===== src/rtl/core/hofs_ram.sv =====
// Generic simple dual-port RAM, one write port and one registered read port.
// Depends on nothing.
module hofs_ram #(
	parameter int W = 64,
	parameter int D = 64
) (
	input  logic                 clk,
	input  logic                 we,
	input  logic [$clog2(D)-1:0] waddr,
	input  logic [W-1:0]         wdata,
	input  logic [$clog2(D)-1:0] raddr,
	output logic [W-1:0]         rdata
);
	logic [W-1:0] mem [D];

	always_ff @(posedge clk) begin
		if (we) mem[waddr] <= wdata;
		rdata <= mem[raddr];
	end
endmodule


===== config.mk =====
export PLATFORM = sky130hd
export DESIGN_NAME = hofs_ram
export DESIGN_NICKNAME = d
export VERILOG_FILES = /design/src/rtl/core/hofs_ram.sv
export SDC_FILE = /design/constraint.sdc
export NUM_CORES = 2
export LEC_CHECK = 0
export BUFFER_PORTS_ARGS = -buffer_cell sky130_fd_sc_hd__buf_2
export CORE_UTILIZATION = 58
export CTS_CLUSTER_DIAMETER = 60
export CTS_CLUSTER_SIZE = 8
export DETAILED_ROUTE_END_ITERATION = 6
export PLACE_DENSITY = 0.71
export SYNTH_ARGS = -nofsm -noshare
export SYNTH_HDL_FRONTEND = slang
export SYNTH_SLANG_ARGS = --single-unit

===== constraint.sdc =====
create_clock -name clk -period 14.85 [get_ports clk]
set_input_delay 0.7425 -clock clk [delete_from_list [all_inputs] [get_ports clk]]
set_output_delay 0.7425 -clock clk [all_outputs]
set_load 0.01 [all_outputs]

; ---- Word-level counts from Yosys, hierarchy flattened
; Memory sizes are Yosys's and may differ from the RTL's. A register that Yosys moved wholly into a read port is not among the register bits.
; Index checks and enable logic that the tools add are counted.
; W data, S select, Z words.
[classes]
mux = 2
[ops]
columns = cell, n
row1 = $mux W1, 2
[word_totals]
register_bits = 0
mem_bits_rw = 4096
out_inout_bits = 64
elab_cells = 3
mem_count = 1
[memory_table]
columns = name, depth, width, read_ports, rd_ports_with_merged_regs, wr, line
row1 = mem, 64, 64, 1, 1, 1, 14  ; logic [W-1:0] mem [D];

; ---- Logic depth before layout (Yosys ltp)
[logic_depth]
word_depth = 2
mapped_depth = 9
depth_no_buf = 5

; ---- Worst setup path before layout
; No wires, ideal clock.
[synth_timing]
path_type = in2reg
from = input waddr[3]
to = memory mem[48][0], enable pin
setup_ns = 0.564
arrival_time_ns = 5.614
required_ns = 14.286
setup_slack_ns = 8.672
path_stages = 4
cell_sequence = clkbuf_1 -> nor2b_1 -> nand4b_1 -> nor3_1
[synth_rtl]
columns = item, line
row1 = from (decl), 9  ; input logic [$clog2(D)-1:0] waddr,
row2 = to (decl), 14
; No word-level cell before the write port.

==> impl_metrics.yaml <==
synthesis:
  synth_compound_area_share_pct: 2.48
  muxShareOfSynthArea_pct: 15.6
  synth_ff_type: "edfxtp_1"
  ys_ff_latch: 4160
  yosys.area_share.adder_pct: 0
  synth_warnings: 0
  yosys.area_share.simple_pct: 1.24
  synth_most_common_cell: "edfxtp_1"
  yosysSeqAreaShare_pct: 79.5
  synth_nets: 6676
  ys_top_cells_by_area: "edfxtp_1 (79%), mux4_2 (15%), mux2i_1 (0.86%)"
  synthTopCellsByCount: "edfxtp_1 (4096), mux4_2 (1024), buf_2 (170), a22oi_1 (168), clkbuf_1 (140)"
  synth-xor-area-share_pct: 0
  avgSynthCellArea_um2: 23.7
  synth_area_leader_cell: "edfxtp_1"
  postSynth.asyncResetShare_pct: 0
  synth_top_area_share_pct: 78.7
  syn_area_um2: 156000
  synth_top_family_by_area: "multiplexers"
  ys_types: 33
  synth-edff-count: 4096
  synthCells: 6598
clock_tree:
  clkSinkCount: 4160
  postCtsHoldBufs: 0
  cts_tree: "done"
  clk_pin_slew_worst_paths_ps: 50
  clockRootBuffer: "clkbuf_16"
  clk_latency_ps: 950
  cts_resized: 0
  cts_max_path_buffers: 4
  post_cts_buffers: 0
  htree_levels: 6
  cts_made_buffers: 594
pwr:
  irDropWorstVdd_mv: 0.143
  p_per_area_nw_per_um2: 148
  p_leak_nw: 56.3
detailed_routing:
  first_iter_violations: 11400
  drt-total-wl_mm: 425
  drtPass1Iterations: 5
  num_vias: 78000
  wl_per_cell_um: 38.5
  ant_nets: 0
  drc: 0
  viasPerCell: 7.07
setup_path:
  critPathCaptureType: "register"
  worstReg2RegStart: "mem[49][3]$_DFFE_PP_"
  reg2reg_depth: 5
  r2r-end: "rdata[3]$_DFF_P_"
  r2r_slack_ps: 12720
  worstSetupStartpointType: "input port"
  critPathKind: "in -> reg"
  crit_required_ps: 15590
  arrival_ps: 5130
  cp_max_fo: 75
floorplanning:
  ioPinCount: 142
  coreArea_um2: 268000
  start_util_pct: 58.4
  die-area_um2: 272000
  die_x_um: 521
  rows: 190
  die_h_um: 521
place:
  hpwl_mm: 214
  place.gp.congestion: 0.809
  place.port_buffers: 141
  placedInstanceArea_um2: 162000
global_routing:
  grt_pass1_vias: 79000
  grt.overflow.total: 0
  antenna_found_initial: 37
  grtUsageTotal_pct: 31.6
  grt_pass1_wl_mm: 595
  grt_max_degree: 122
finish:
  drive_above_1_share_pct: 28.4
  nets: 7238
  utilization_pct: 66.7
  areaGrowthSynthToFinish_pct: 14.3
  stdcell_area_um2: 179000
sta:
  setup_viol: 0
  finalHoldViolations: 0
  finalSetupTns_ps: 0
  rsz0062_at_grt: "no"
  clock.fmax_ghz: 0.228
  period_share_pct: 29.5
  finalMaxSlewViolations: 0
  worst_pin_slew_ps: 1410
  finalClockSkew_ps: 62.7
  fin_crit_ps: 4380
  slew_headroom_pct: 5.84
min_path:
  min-delay-start: "wdata[49]"
  hold_class: "in -> reg"
  min_to: "mem[18][49]$_DFFE_PP_"
  hold_path_depth: 1
run:
  maxCapViolations: 0
outcome:
  outcome: "completed"
sequential cells by signal, summed over array words and instances (netlist names):
signal	count
rdata	64
mem	4096
metrics by stage:
stage	worst slack, ps	instances	hold slack [ps]	total power (W)
after detailed placement	9390	10100	815	0.0144
after floorplan	8670	6598	788	0.0139
after global placement	9420	10100	815	0.0144
after global routing	10060	11000	533	0.0270
final	10470	11000	499	0.0264
after CTS	10370	11000	462	0.0265
logic make-up after synthesis:
family,Yosys count
flip-flops,4160
buffers and inverters,389
AND/OR/NAND/NOR,386
AO/OA/AOI/OAI,504
multiplexers,1159
layout by cell type (no fill, tap or decap), types with 29 or more instances in the layout:
cell type  synthesis  routed
a211oi_1          63      60
a22o_1            88      88
a22oi_1          168     168
and3_1            64      64
buf_2            170     138
buf_4             34     188
clkbuf_1         140     244
clkbuf_16          0     606
dfxtp_1           64      64
edfxtp_1        4096    4096
mux2i_1          135     135
mux4_2          1024    1024
nand2_1           58      56
nand3_1           45      45
nor2_1           112      47
nor2_4             0      65
o221ai_1          38      38
o22ai_1           83      83
or3_1             29      29
critical path, cell delays in order:
cell,delay [ps]
buf_12,450
buf_4,740
buf_4,690
buf_4,830
mux4_2,620
mux2i_1,150
o22ai_1,260
a41oi_1,320
a211oi_1,80
cell type report:
cell class                      instances  area (um^2)
Sequential cell                      4160       124000
Fill cell                           16200        89200
Multi-Input combinational cell       2049        30800
Clock buffer                          850        16100
Tap cell                             3552         4440
Timing Repair Buffer                  336         2290
Clock inverter                         43          687
Inverter                               19         71.3
Antenna cell                           23         57.6
metal layers:
layer  global-route usage (%)  up-vias  share of wire [%]
met5                        0        -              0.030
met4                     13.6       22                4.8
met3                     7.82     1116                 13
met2                     49.4     5878                 47
met1                     43.0    41400                 35
li1                         -    29600                  -
worst max path at each step:
| stage | from | endpoint | depth (start not counted) |
|---|---|---|---|
| finish | raddr[0] | rdata[20]$_DFF_P_ | 9 |
| global route | raddr[0] | rdata[20]$_DFF_P_ | 9 |
| CTS | raddr[0] | rdata[8]$_DFF_P_ | 9 |
| detailed placement | raddr[0] | rdata[8]$_DFF_P_ | 9 |
| global placement | raddr[0] | rdata[8]$_DFF_P_ | 9 |
| floorplan | waddr[3] | mem[48][0]$_DFFE_PP_ | 4 |
report_power, final:
part	total [W]	switching (W)	internal (W)
registers	0.0131	0.0000597	0.0130
clock network	0.0122	0.00480	0.00744
logic	0.00108	0.000684	0.000395
(Power assumes the default switching activity.)
